===== src/hdl/thc_pkg.sv =====
// shared types and constants for the temperature and humidity compensation core
`default_nettype none
package thc_pkg;

  localparam int unsigned OpW = 64;

  typedef enum logic [2:0] {
    SH_0,
    SH_2,
    SH_6,
    SH_16,
    SH_19,
    SH_24
  } thc_shift_e;

  typedef struct packed {
    logic       start;
    thc_shift_e sh;
  } thc_mul_req_t;

  typedef struct packed {
    logic busy;
    logic done;
  } thc_mul_stat_t;

endpackage
`default_nettype wire


===== src/hdl/thc_mul.sv =====
// bit-serial signed multiplier with truncating shift and saturation
`default_nettype none
module thc_mul import thc_pkg::*; (
  input  logic                  clk_i,
  input  logic                  rst_ni,
  input  thc_mul_req_t          req_i,
  input  logic signed [OpW-1:0] a_i,
  input  logic signed [OpW-1:0] b_i,
  output thc_mul_stat_t         stat_o,
  output logic signed [OpW-1:0] p_o
);

  typedef enum logic [1:0] {
    M_IDLE,
    M_RUN,
    M_SAT
  } mstate_e;

  mstate_e            state_q;
  logic [5:0]         cnt_q;
  logic               done_q;
  logic [OpW-1:0]     hi_q, lo_q, ua_q;
  logic               neg_q;
  thc_shift_e         sh_q;
  logic signed [OpW-1:0] p_q;

  logic [OpW:0]       sum;
  logic [2*OpW-1:0]   prod, shifted;
  logic [OpW-1:0]     mag_a, mag_b, mag_r;
  logic signed [OpW-1:0] sat_res;

  assign mag_a = a_i[OpW-1] ? (~a_i + 1'b1) : a_i;
  assign mag_b = b_i[OpW-1] ? (~b_i + 1'b1) : b_i;
  assign sum   = {1'b0, hi_q} + (lo_q[0] ? {1'b0, ua_q} : '0);
  assign prod  = {hi_q, lo_q};

  always_comb begin
    unique case (sh_q)
      SH_0:    shifted = prod;
      SH_2:    shifted = prod >> 2;
      SH_6:    shifted = prod >> 6;
      SH_16:   shifted = prod >> 16;
      SH_19:   shifted = prod >> 19;
      SH_24:   shifted = prod >> 24;
      default: shifted = prod;
    endcase
    if (shifted[2*OpW-1:OpW-1] != '0) begin
      mag_r = {1'b0, {(OpW-1){1'b1}}};
    end else begin
      mag_r = shifted[OpW-1:0];
    end
    sat_res = neg_q ? $signed(~mag_r + 1'b1) : $signed(mag_r);
  end

  always_ff @(posedge clk_i or negedge rst_ni) begin
    if (!rst_ni) begin
      state_q <= M_IDLE;
      cnt_q   <= '0;
      done_q  <= 1'b0;
    end else begin
      done_q <= 1'b0;
      unique case (state_q)
        M_IDLE: begin
          if (req_i.start) begin
            cnt_q   <= '0;
            state_q <= M_RUN;
          end
        end
        M_RUN: begin
          cnt_q <= cnt_q + 1'b1;
          if (cnt_q == '1) begin
            state_q <= M_SAT;
          end
        end
        M_SAT: begin
          done_q  <= 1'b1;
          state_q <= M_IDLE;
        end
        default: state_q <= M_IDLE;
      endcase
    end
  end

  always_ff @(posedge clk_i) begin
    if (state_q == M_IDLE && req_i.start) begin
      ua_q  <= mag_a;
      lo_q  <= mag_b;
      hi_q  <= '0;
      neg_q <= a_i[OpW-1] ^ b_i[OpW-1];
      sh_q  <= req_i.sh;
    end else if (state_q == M_RUN) begin
      hi_q <= sum[OpW:1];
      lo_q <= {sum[0], lo_q[OpW-1:1]};
    end else if (state_q == M_SAT) begin
      p_q <= sat_res;
    end
  end

  assign stat_o.busy = (state_q != M_IDLE);
  assign stat_o.done = done_q;
  assign p_o         = p_q;

endmodule
`default_nettype wire


===== src/hdl/temp_humidity_compensation_core.sv =====
// top level of the temperature and humidity compensation core
//
//   channel | direction | signals
//   in      | in        | in_valid_i, in_ready_o, op_i, raw_sample_i
//   out     | out       | out_valid_o, out_ready_i, reading_o
//   cfg     | in        | cfg_valid_i, cfg_ready_o, cfg_index_i, cfg_data_i
//
// temperature item: up to 5 multiplies (the last is skipped when the fine value is not positive),
// humidity item: 6 multiplies; a zero sample uses no multiply
// each multiply runs on one bit-serial 64x64 unit, one multiplier bit per cycle
// reset restores the calibration defaults and clears fine temperature
// a result waits in the output register; the next item is taken once it is loaded
`default_nettype none
module temp_humidity_compensation_core import thc_pkg::*; (
  input  logic        clk_i,
  input  logic        rst_ni,
  input  logic        in_valid_i,
  output logic        in_ready_o,
  input  logic        op_i,
  input  logic [15:0] raw_sample_i,
  output logic        out_valid_o,
  input  logic        out_ready_i,
  output logic [15:0] reading_o,
  input  logic        cfg_valid_i,
  output logic        cfg_ready_o,
  input  logic [2:0]  cfg_index_i,
  input  logic [15:0] cfg_data_i
);

  typedef enum logic [2:0] {
    CFG_T1, CFG_T2, CFG_T3, CFG_H1, CFG_H2, CFG_H4, CFG_H5, CFG_H6
  } cfg_idx_e;

  typedef enum logic [1:0] {
    ST_IDLE, ST_ISSUE, ST_WAIT, ST_DONE
  } state_e;

  typedef enum logic [3:0] {
    T_VAR1, T_DSQ, T_VAR2, T_FINE, T_DIV,
    H_A, H_B, H_T, H_H, H_U, H_F
  } step_e;

  localparam logic signed [OpW-1:0] QOne     = 64'sd16777216;
  localparam logic signed [OpW-1:0] HumMax   = 64'sd1677721600;
  localparam logic signed [OpW-1:0] FineOfs  = 64'sd4800;
  localparam logic signed [OpW-1:0] RecipFive = 64'sd13108;
  localparam logic signed [OpW-1:0] MulOne   = 64'sd1;

  state_e      state_q;
  step_e       step_q;
  logic        op_q;
  logic [15:0] raw_q;
  logic [15:0] res_q;
  logic [15:0] reading_q;
  logic        out_valid_q;
  logic signed [31:0]    fine_q;
  logic signed [OpW-1:0] acc_q, tmp_q;

  logic [15:0] cal_t1_q, cal_t2_q, cal_t3_q, cal_h2_q;
  logic [7:0]  cal_h1_q, cal_h6_q;
  logic [11:0] cal_h4_q, cal_h5_q;

  thc_mul_req_t          mul_req;
  thc_mul_stat_t         mul_stat;
  logic signed [OpW-1:0] mul_a, mul_b, mul_res;
  logic signed [OpW-1:0] d64, v1_64, raw64, h4_64;
  logic                  out_load;

  assign d64   = {48'd0, raw_q} - {48'd0, cal_t1_q};
  assign v1_64 = {{32{fine_q[31]}}, fine_q} - FineOfs;
  assign raw64 = {24'd0, raw_q, 24'd0};
  assign h4_64 = {{52{cal_h4_q[11]}}, cal_h4_q};

  always_comb begin
    mul_req.start = (state_q == ST_ISSUE);
    mul_a      = d64;
    mul_b      = d64;
    mul_req.sh = SH_0;
    unique case (step_q)
      T_VAR1: mul_b = {{48{cal_t2_q[15]}}, cal_t2_q};
      T_DSQ:  mul_b = d64;
      T_VAR2: begin
        mul_a = tmp_q;
        mul_b = {{48{cal_t3_q[15]}}, cal_t3_q};
        mul_req.sh = SH_6;
      end
      T_FINE: begin
        mul_a = acc_q;
        mul_b = MulOne;
        mul_req.sh = SH_24;
      end
      T_DIV: begin
        mul_a = tmp_q;
        mul_b = RecipFive;
        mul_req.sh = SH_16;
      end
      H_A: begin
        mul_a = {{52{cal_h5_q[11]}}, cal_h5_q};
        mul_b = v1_64;
      end
      H_B: begin
        mul_a = {{56{cal_h6_q[7]}}, cal_h6_q};
        mul_b = v1_64;
        mul_req.sh = SH_2;
      end
      H_T: begin
        mul_a = acc_q;
        mul_b = {{48{cal_h2_q[15]}}, cal_h2_q};
        mul_req.sh = SH_16;
      end
      H_H: begin
        mul_a = acc_q;
        mul_b = tmp_q;
        mul_req.sh = SH_24;
      end
      H_U: begin
        mul_a = {56'd0, cal_h1_q};
        mul_b = acc_q;
        mul_req.sh = SH_19;
      end
      H_F: begin
        mul_a = acc_q;
        mul_b = tmp_q;
        mul_req.sh = SH_24;
      end
      default: mul_req.sh = SH_0;
    endcase
  end

  thc_mul u_mul (
    .clk_i  (clk_i),
    .rst_ni (rst_ni),
    .req_i  (mul_req),
    .a_i    (mul_a),
    .b_i    (mul_b),
    .stat_o (mul_stat),
    .p_o    (mul_res)
  );

  assign in_ready_o  = (state_q == ST_IDLE);
  assign cfg_ready_o = 1'b1;
  assign out_load    = (state_q == ST_DONE) && (!out_valid_q || out_ready_i);

  always_ff @(posedge clk_i or negedge rst_ni) begin
    if (!rst_ni) begin
      cal_t1_q <= 16'd28326;
      cal_t2_q <= 16'd26604;
      cal_t3_q <= 16'd12850;
      cal_h1_q <= 8'd75;
      cal_h2_q <= 16'd383;
      cal_h4_q <= 12'd271;
      cal_h5_q <= 12'd50;
      cal_h6_q <= 8'd30;
    end else if (cfg_valid_i) begin
      unique case (cfg_idx_e'(cfg_index_i))
        CFG_T1: cal_t1_q <= cfg_data_i;
        CFG_T2: cal_t2_q <= cfg_data_i;
        CFG_T3: cal_t3_q <= cfg_data_i;
        CFG_H1: cal_h1_q <= cfg_data_i[7:0];
        CFG_H2: cal_h2_q <= cfg_data_i;
        CFG_H4: cal_h4_q <= cfg_data_i[11:0];
        CFG_H5: cal_h5_q <= cfg_data_i[11:0];
        CFG_H6: cal_h6_q <= cfg_data_i[7:0];
        default: cal_t1_q <= cal_t1_q;
      endcase
    end
  end

  always_ff @(posedge clk_i or negedge rst_ni) begin
    if (!rst_ni) begin
      state_q     <= ST_IDLE;
      step_q      <= T_VAR1;
      op_q        <= 1'b0;
      raw_q       <= '0;
      res_q       <= '0;
      reading_q   <= '0;
      out_valid_q <= 1'b0;
      fine_q      <= '0;
      acc_q       <= '0;
      tmp_q       <= '0;
    end else begin
      if (out_valid_q && out_ready_i && !out_load) begin
        out_valid_q <= 1'b0;
      end
      unique case (state_q)
        ST_IDLE: begin
          if (in_valid_i) begin
            op_q  <= op_i;
            raw_q <= raw_sample_i;
            res_q <= '0;
            if (raw_sample_i == '0) begin
              state_q <= ST_DONE;
            end else begin
              step_q  <= op_i ? H_A : T_VAR1;
              state_q <= ST_ISSUE;
            end
          end
        end
        ST_ISSUE: state_q <= ST_WAIT;
        ST_WAIT: begin
          if (mul_stat.done) begin
            unique case (step_q)
              T_VAR1: begin
                acc_q   <= mul_res <<< 10;
                step_q  <= T_DSQ;
                state_q <= ST_ISSUE;
              end
              T_DSQ: begin
                tmp_q   <= mul_res;
                step_q  <= T_VAR2;
                state_q <= ST_ISSUE;
              end
              T_VAR2: begin
                acc_q   <= acc_q + mul_res;
                step_q  <= T_FINE;
                state_q <= ST_ISSUE;
              end
              T_FINE: begin
                fine_q <= mul_res[31:0];
                tmp_q  <= mul_res >>> 6;
                step_q <= T_DIV;
                if (mul_res[OpW-1] || mul_res == '0) begin
                  state_q <= ST_DONE;
                end else begin
                  state_q <= ST_ISSUE;
                end
              end
              T_DIV: begin
                res_q   <= mul_res[15:0];
                state_q <= ST_DONE;
              end
              H_A: begin
                acc_q   <= raw64 - (h4_64 <<< 30) - (mul_res <<< 10);
                step_q  <= H_B;
                state_q <= ST_ISSUE;
              end
              H_B: begin
                tmp_q   <= QOne + mul_res;
                step_q  <= H_T;
                state_q <= ST_ISSUE;
              end
              H_T: begin
                acc_q   <= mul_res;
                step_q  <= H_H;
                state_q <= ST_ISSUE;
              end
              H_H: begin
                acc_q   <= mul_res;
                step_q  <= H_U;
                state_q <= ST_ISSUE;
              end
              H_U: begin
                tmp_q   <= QOne - mul_res;
                step_q  <= H_F;
                state_q <= ST_ISSUE;
              end
              H_F: begin
                priority if (mul_res[OpW-1]) begin
                  res_q <= '0;
                end else if (mul_res > HumMax) begin
                  res_q <= 16'd100;
                end else begin
                  res_q <= mul_res[39:24];
                end
                state_q <= ST_DONE;
              end
              default: state_q <= ST_DONE;
            endcase
          end
        end
        ST_DONE: begin
          if (out_load) begin
            reading_q   <= res_q;
            out_valid_q <= 1'b1;
            state_q     <= ST_IDLE;
          end
        end
        default: state_q <= ST_IDLE;
      endcase
    end
  end

  assign out_valid_o = out_valid_q;
  assign reading_o   = reading_q;

  a_start_idle: assert property (@(posedge clk_i) disable iff (!rst_ni)
    mul_req.start |-> !mul_stat.busy)
    else $error("multiply started while busy");

  a_idle_quiet: assert property (@(posedge clk_i) disable iff (!rst_ni)
    in_ready_o |-> !mul_stat.busy)
    else $error("multiplier busy while taking an item");

  a_hum_range: assert property (@(posedge clk_i) disable iff (!rst_ni)
    out_load && op_q |=> reading_o <= 16'd100)
    else $error("humidity out of range");

  a_zero_raw: assert property (@(posedge clk_i) disable iff (!rst_ni)
    out_load && raw_q == '0 |=> reading_o == '0)
    else $error("zero sample gave nonzero reading");

endmodule
`default_nettype wire


===== config.mk =====
export PLATFORM = sky130hd
export DESIGN_NAME = temp_humidity_compensation_core
export DESIGN_NICKNAME = d
export VERILOG_FILES = /design/src/hdl/thc_pkg.sv /design/src/hdl/thc_mul.sv /design/src/hdl/temp_humidity_compensation_core.sv
export SDC_FILE = /design/constraint.sdc
export NUM_CORES = 2
export LEC_CHECK = 0
export BUFFER_PORTS_ARGS = -buffer_cell sky130_fd_sc_hd__buf_2
export CORE_MARGIN = 2
export CORE_UTILIZATION = 55
export DETAILED_ROUTE_END_ITERATION = 10
export PLACE_DENSITY = 0.72
export SLEW_MARGIN = 25
export SYNTH_ARGS = -nofsm -noshare
export SYNTH_HDL_FRONTEND = slang
export SYNTH_SLANG_ARGS = --single-unit

===== constraint.sdc =====
create_clock -name clk_i -period 5.6 [get_ports clk_i]
set_input_delay 0.28 -clock clk_i [delete_from_list [all_inputs] [get_ports clk_i]]
set_output_delay 0.28 -clock clk_i [all_outputs]
set_load 0.05 [all_outputs]

== After elaboration in Yosys (flattened, before gate mapping) ==
Cells that the tools add are included.
Storage, ports and cells
  register bits: 588
  latch bits: 0
  memory bits (writable): 0
  bits in read-only memories: 0
  input port bits: 41
  output and inout bits: 19
  word-level logic and storage cells: 170
  memories: 0
Cells by class
  add/subtract/negate cells: 12
  $mul: 0
  div/mod/pow operators: 0
  magnitude comparators: 1
  eq/ne operators: 36
  shift operators: 0
  multiplexer cells: 41
  bitwise logic cells: 6
  reductions and logical operators: 47
Operators by type and width (count)
  one-hot mux 128 bit (5 select lines): 1
  one-hot mux 64 bit (4 select lines): 2
  one-hot mux 64 bit (8 select lines): 1
  2-to-1 mux 64 bit: 6
  one-hot mux 64 bit (5 select lines): 1
  adder 64 x 1 -> 64 bit, second input constant: 3
  inverter 64 bit: 3
  adder 64 x 65 -> 65 bit: 1
  nonzero test 65 bit: 1
  adder 26 x 64 -> 64 bit, first input constant: 1
  adder 64 bit: 1
  > comparator 64 x 32 -> 1 bit, second input constant: 1
  zero test 64 bit: 1
  2-to-1 mux 16 bit: 4
  one-hot mux 16 bit (2 select lines): 2
  subtractor 26 x 64 -> 64 bit, first input constant: 1
  subtractor 43 x 64 -> 64 bit: 1
  2-to-1 mux 63 bit: 1
  subtractor 41 x 42 -> 43 bit: 1
  one-hot mux 4 bit (9 select lines): 1
  subtractor 32 x 14 -> 33 bit, second input constant: 1
  AND reduction 2 bit: 12
  equality test 3 bit, second input constant: 6
  subtractor 16 x 16 -> 17 bit: 1
  other kinds (42): 89

== Depth between registers and ports, before layout ==
  depth in word-level cells: 8
  mapped depth: 23

== Modules after synthesis ==
Synthesis repeated with hierarchy kept, for this count alone.
Second synthesis, totals
  cells, all modules: 6172
  area, all modules: 50339.5 um^2
Modules (own cells, without submodules)
  temp_humidity_compensation_core: instances 1, cells an instance 3423, area each 27960.6 um^2, seq. area each 8044.0 um^2
  thc_mul: instances 1, cells an instance 2749, area each 22379.0 um^2, seq. area each 7392.1 um^2

== Worst setup path after synthesis ==
Ideal clock, no wire load.
  kind: flip-flop to flip-flop
  from: reg u_mul.sh_q[0]
  to: reg u_mul.p_q[58], in the netlist u_mul.p_o[58], data pin
  setup time: 0.153 ns
  data arrival time: 4.994 ns
  data required time: 5.447 ns
  slack: 0.453 ns
  cell stages (with the launch flop): 24
  buffers on the path: 9
  clock period less this slack: 5.147 ns
  cell sequence: edfxtp_1 -> buf_4 -> buf_6 -> buf_6 -> buf_6 -> buf_6 -> nand3b_1 -> o21ai_1 -> a221oi_2 -> o211ai_1 -> nor4_4 -> nand4_4 -> clkbuf_1 -> clkbuf_1 -> clkbuf_1 -> nor2_1 -> ha_1 -> clkbuf_1 -> nand3_1 -> or3_1 -> or4b_4 -> nor3_2 -> mux2_1 -> o22ai_1
Between the ends
  cells in the longest elaborated chain, start to end: 7
Ends and longest elaborated chain
  from (decl): line thc_mul.sv:24  | thc_shift_e sh_q;
  from (signal assigned): line thc_mul.sv:90  | sh_q <= req_i.sh;
  equality test 3 bit (tied with other cells): line thc_mul.sv:38  | unique case (sh_q)
  one-hot mux 128 bit (5 select lines) (*): line thc_mul.sv:38
  nonzero test 65 bit: line thc_mul.sv:47  | if (shifted[2*OpW-1:OpW-1] != '0) begin
  2-to-1 mux 64 bit (*): line thc_mul.sv:47
  inverter 64 bit: line thc_mul.sv:52  | sat_res = neg_q ? $signed(~mag_r + 1'b1) : $signed(mag_r);
  adder 64 x 1 -> 64 bit: line thc_mul.sv:52
  2-to-1 mux 64 bit (*): line thc_mul.sv:52
  net u_mul.sat_res[58]: line thc_mul.sv:30  | logic signed [OpW-1:0] sat_res;
  to (signal assigned): line thc_mul.sv:95  | p_q <= sat_res;
  to (decl): line thc_mul.sv:25  | logic signed [OpW-1:0] p_q;
The timed path passes the listed nets; every way through them passes the cells marked *.
A chain may end at the register's enable or synchronous reset.

== Final worst setup path ==
  from: reg cal_t1_q[2]
  to: reg u_mul.lo_q[59], data pin
Between the ends
  cells in the longest elaborated chain, start to end: 6
Ends and longest elaborated chain
  from (decl): line temp_humidity_compensation_core.sv:59  | logic [15:0] cal_t1_q, cal_t2_q, cal_t3_q, cal_h2_q;
  from (signal assigned): line temp_humidity_compensation_core.sv:156  | CFG_T1: cal_t1_q <= cfg_data_i;
  from (signal assigned): line temp_humidity_compensation_core.sv:164  | default: cal_t1_q <= cal_t1_q;
  subtractor 16 x 16 -> 17 bit (*): line temp_humidity_compensation_core.sv:69  | assign d64 = {48'd0, raw_q} - {48'd0, cal_t1_q};
  one-hot mux 64 bit (8 select lines) (*): line temp_humidity_compensation_core.sv:79  | unique case (step_q)
  inverter 64 bit: line thc_mul.sv:33  | assign mag_b = b_i[OpW-1] ? (~b_i + 1'b1) : b_i;
  adder 64 x 1 -> 64 bit: line thc_mul.sv:33
  2-to-1 mux 64 bit (*): line thc_mul.sv:33
  2-to-1 mux 64 bit (*): line thc_mul.sv:85  | if (state_q == M_IDLE && req_i.start) begin
  to (signal assigned): line thc_mul.sv:87  | lo_q <= mag_b;
  to (signal assigned): line thc_mul.sv:93  | lo_q <= {sum[0], lo_q[OpW-1:1]};
  to (decl): line thc_mul.sv:22  | logic [OpW-1:0] hi_q, lo_q, ua_q;
Mark *: on every way between the ends. The rest lies on a longest branch, timed or not.

==> results.txt <==
- The run finished with clean final reports.
- Kind of launch point of the worst setup path: flip-flop
* Total of warnings raised by yosys: 0
* Max Buffers Root-to-Sink: 3
- Fraction of layout instances using a drive strength above 1: 0.119
- Site row count: between 100 and 150
* Leakage power of the design: between 20 and 25 nW
- Number of synthesized flops with an enable pin: 196
- At the worst endpoint, the arrival time is around 5.6 ns.
* CP Max Fanout: 5
- The multi-input combinational cells in the finished layout cover a total of about 0.034 mm2.
* Area after detailed placement: 0.0539 mm2
* Chip height: about 310 um
- Total Power Consumption: 0.0305 W
- After global routing the overflow that remains totals 0.
* Unique masters post-synth: 127
* Floorplan Core Area: 0.0936 mm2
- Post-synthesis cell count: 6310
- Max-capacitance violation count: 0
- At the later pin of the worst-skew pair, clock insertion delay measures approximately 0.69 ns.
- IO Port Bufs: 58
- Measured in cells, the most critical reg-to-reg path has a length of 13.
* H-tree depth reported by CTS: 3
- Worst hold path type: in -> reg
- The first global-routing pass estimated 336000 um of wire.
* Die Outline Area: approximately 0.097 mm2
- Share of the cycle needed by the critical path after routing: 0.939
- The number of antenna violations at the first check in global routing is 17.
* Top area cells in the synthesized netlist: sky130_fd_sc_hd__dfrtp_1 (13%), sky130_fd_sc_hd__edfxtp_1 (11%), sky130_fd_sc_hd__ha_1 (6.0%)
- Layout Nets: 6557
- After synthesis, the mean cell area works out to 8.26 um2.
- Count of final max-slew check failures: 0
- Before antenna repair, the detailed router went through 9 iterations.
* Total I/O pin count: 60
* Predominant post-synthesis flop cell: sky130_fd_sc_hd__dfrtp_1
- After synthesis the netlist holds a flip-flop and latch count of about 590.
- Normalized max-slew margin: 0.201
- TritonCTS built the clock tree.
- After detailed routing, the average wire length per cell comes to roughly 30 um.
- Fin Clk Skew: 0.0545 ns
- Setup CP Type: reg -> reg
* Final total negative setup slack: 0 ns
* Initial Utilization: 0.557
- Summing all flip-flop and latch instances after layout gives around 0.015 mm2.
- PwrDens: approximately 540 mW/mm2
- Sequential area share after synthesis: 0.296
- Relative to the synthesized area, the layout overhead comes to 8.83%.
- The worst setup path is captured at a flip-flop.
* Cells resized by post-CTS repair: 0
- Share of async-settable or async-resettable flops after synthesis: 0.558
* Ratio of routed vias to standard cells: 7.12
* Sink count of the clock tree: approximately 600
- Netlist area before placement: 0.0521 mm2
- Synthesized Nets: approximately 6600
* Post-route design area: between 0.05 and 0.06 mm2
- HPWL after detailed placement: 178000 um
- The hold violation count in the final report was 0.
- Vias in the first global route: 49761
- FF-to-FF Start: cal_t1_q[2]
- The biggest area contributor in the post-synthesis netlist is sky130_fd_sc_hd__dfrtp_1.
- Clk pin slew, worst setup/hold paths: about 0.060 ns
- End point of the critical path: u_mul.lo_q[59]
- Floorplan die width: around 310 um
- Number of buffers inserted during clock tree synthesis: 71
* Least setup slack across all paths after layout: 0.341 ns
- Setup slack on the worst reg-to-reg path comes out at ~0.34 ns.
- Clock root buffer master: sky130_fd_sc_hd__clkbuf_16
- Post-detailed-route count of antenna-violating nets: 0
- Launch point of the critical path: cal_t1_q[2]
* Post-route worst hold slack: between 0.02 and 0.03 ns
- Total number of vias: between 50000 and 60000
- In the routed design, unresolved DRC markers number 0.
- The worst-case IR drop observed on VDD is approximately 0.5 mV.
- For this run, the top clock speed supported by timing is between 150 and 200 MHz.
* Final worst path period need: 5.26 ns
* Pin count of the biggest net entering global routing: roughly 150
* Weighted congestion reported at the end of routability-driven placement: approximately 1.1
- At the worst endpoint, the required time is 5.97 ns.
- Dpl ws: approximately 0.56 ns
- Endpoint of the most critical register-to-register path: u_mul.lo_q[59]
* Total Routed Length: approximately 230000 um
* Setup repair after global routing missed its margin: false
* Pin slew with the least headroom to its limit: ~1.2 ns
* Fillcell total: 8396
* Area share of the largest cell type after synthesis: 0.134
- Setup-failing EPs final: 0
- Across every metal layer, demand over resource in global routing totals 0.458.
* DR iter-0 viols: between 7000 and 8000
cell families after synthesis:
group / share of synthesized area
AO/OA/AOI/OAI: 0.278
XOR/XNOR: 0.0592
multiplexers: 0.0469
buffers and inverters: 0.0535
adder cells (fa/ha/maj): 0.0646
flip-flops: 0.296
other: 0.0000720
AND/OR/NAND/NOR: 0.202
sequential cells by signal, indices dropped and copies added (netlist names), 3 cells and up:
signal / count
acc_q: 64
cal_h1_q: 8
cal_h2_q: 16
cal_h4_q: 12
cal_h5_q: 12
cal_h6_q: 8
cal_t1_q: 16
cal_t2_q: 16
cal_t3_q: 16
fine_q: 32
raw_q: 16
reading_o: 16
res_q: 16
step_q: 4
tmp_q: 64
u_mul.cnt_q: 6
u_mul.hi_q: 64
u_mul.lo_q: 64
u_mul.p_o: 64
u_mul.sh_q: 3
u_mul.ua_q: 64
final cells by class:
class                      count  share of cell area
sequential                   588               0.272
antenna                       10            0.000441
tap                         1254              0.0277
timing repair buffer         312              0.0429
inverter                     202              0.0134
multi-input combinational   5080               0.600
clock inverter                26             0.00766
clock buffer                 104              0.0355
synthesized netlist by cell type (all sizes together), types with 155 or more instances:
| cell type | number |
|---|---|
| clkbuf | 292 |
| ha | 248 |
| a21oi | 441 |
| nand3 | 164 |
| nand2 | 606 |
| o21ai | 519 |
| inv | 199 |
| nor2 | 504 |
| xnor2 | 222 |
| edfxtp | 196 |
| dfrtp | 279 |
| mux2 | 155 |
worst min-delay path by stage:
stage	start	endpoint	slack (ns)	depth (start not counted)
detailed placement	rst_ni	cal_h5_q[0]	0.18	1
global placement	rst_ni	cal_h5_q[0]	0.18	1
floorplan	rst_ni	acc_q[0]	-0.02	0
CTS	op_i	step_q[2]	0.02	3
global route	op_i	step_q[2]	0.04	3
finish	op_i	step_q[2]	0.03	3
report_power, final:
part / internal, W / leakage (nW) / total [W] / switching [W]
clock network: 0.00287 / 1.18 / 0.00498 / 0.00211
registers: 0.00582 / 6.63 / 0.00761 / 0.00179
logic: 0.00632 / 15.3 / 0.0179 / 0.0116
repair_timing:
action                                 in CTS  in global routing
hold buffers                               34                  0
endpoints found under the hold margin      97                  0
setup endpoints to repair                   0                  0
buffers inserted                            0                  0
through the flow:
step | utilization | cells
floorplan | - | 6310
global placement | 0.576 | 7400
detailed placement | 0.576 | 7400
CTS | 0.605 | 7564
global route | 0.605 | 7566
finish | 0.606 | 7576
worst max-delay path, cell delays in order, from the launching register on:
cell,delay [ns]
sky130_fd_sc_hd__dfstp_2,0.52
sky130_fd_sc_hd__inv_1,0.05
sky130_fd_sc_hd__ha_1,0.32
sky130_fd_sc_hd__nor2b_1,0.17
sky130_fd_sc_hd__o31a_1,0.28
sky130_fd_sc_hd__o21ai_1,0.46
sky130_fd_sc_hd__a2111oi_0,0.22
sky130_fd_sc_hd__nor3_1,0.99
sky130_fd_sc_hd__nand4bb_1,0.33
sky130_fd_sc_hd__or4b_1,0.70
sky130_fd_sc_hd__nor3_1,0.46
sky130_fd_sc_hd__a21oi_1,0.15
sky130_fd_sc_hd__xor2_1,0.21
sky130_fd_sc_hd__o21ai_0,0.09
layer usage:
metal,wire length (um),track usage
met1,89300,0.603
met2,96000,0.665
met3,29600,0.140
met4,15700,0.264
met5,83,0
cell usage in the layout, fill, tap and decap left out, types with 72 or more instances in the layout:
master,n
sky130_fd_sc_hd__nand2_1,604
sky130_fd_sc_hd__nor2_1,494
sky130_fd_sc_hd__o21ai_0,485
sky130_fd_sc_hd__a21oi_1,438
sky130_fd_sc_hd__dfrtp_1,277
sky130_fd_sc_hd__ha_1,248
sky130_fd_sc_hd__xnor2_1,222
sky130_fd_sc_hd__buf_4,207
sky130_fd_sc_hd__edfxtp_1,196
sky130_fd_sc_hd__inv_1,195
sky130_fd_sc_hd__nand3_1,162
sky130_fd_sc_hd__mux2_2,154
sky130_fd_sc_hd__nor3_1,135
sky130_fd_sc_hd__xor2_1,130
sky130_fd_sc_hd__a221oi_1,124
sky130_fd_sc_hd__a21o_1,120
sky130_fd_sc_hd__a22oi_1,117
sky130_fd_sc_hd__a31oi_1,114
sky130_fd_sc_hd__and2_1,107
sky130_fd_sc_hd__nand4_1,77
sky130_fd_sc_hd__nand2b_1,74
sky130_fd_sc_hd__clkbuf_16,72
(Power assumes the default switching activity.)
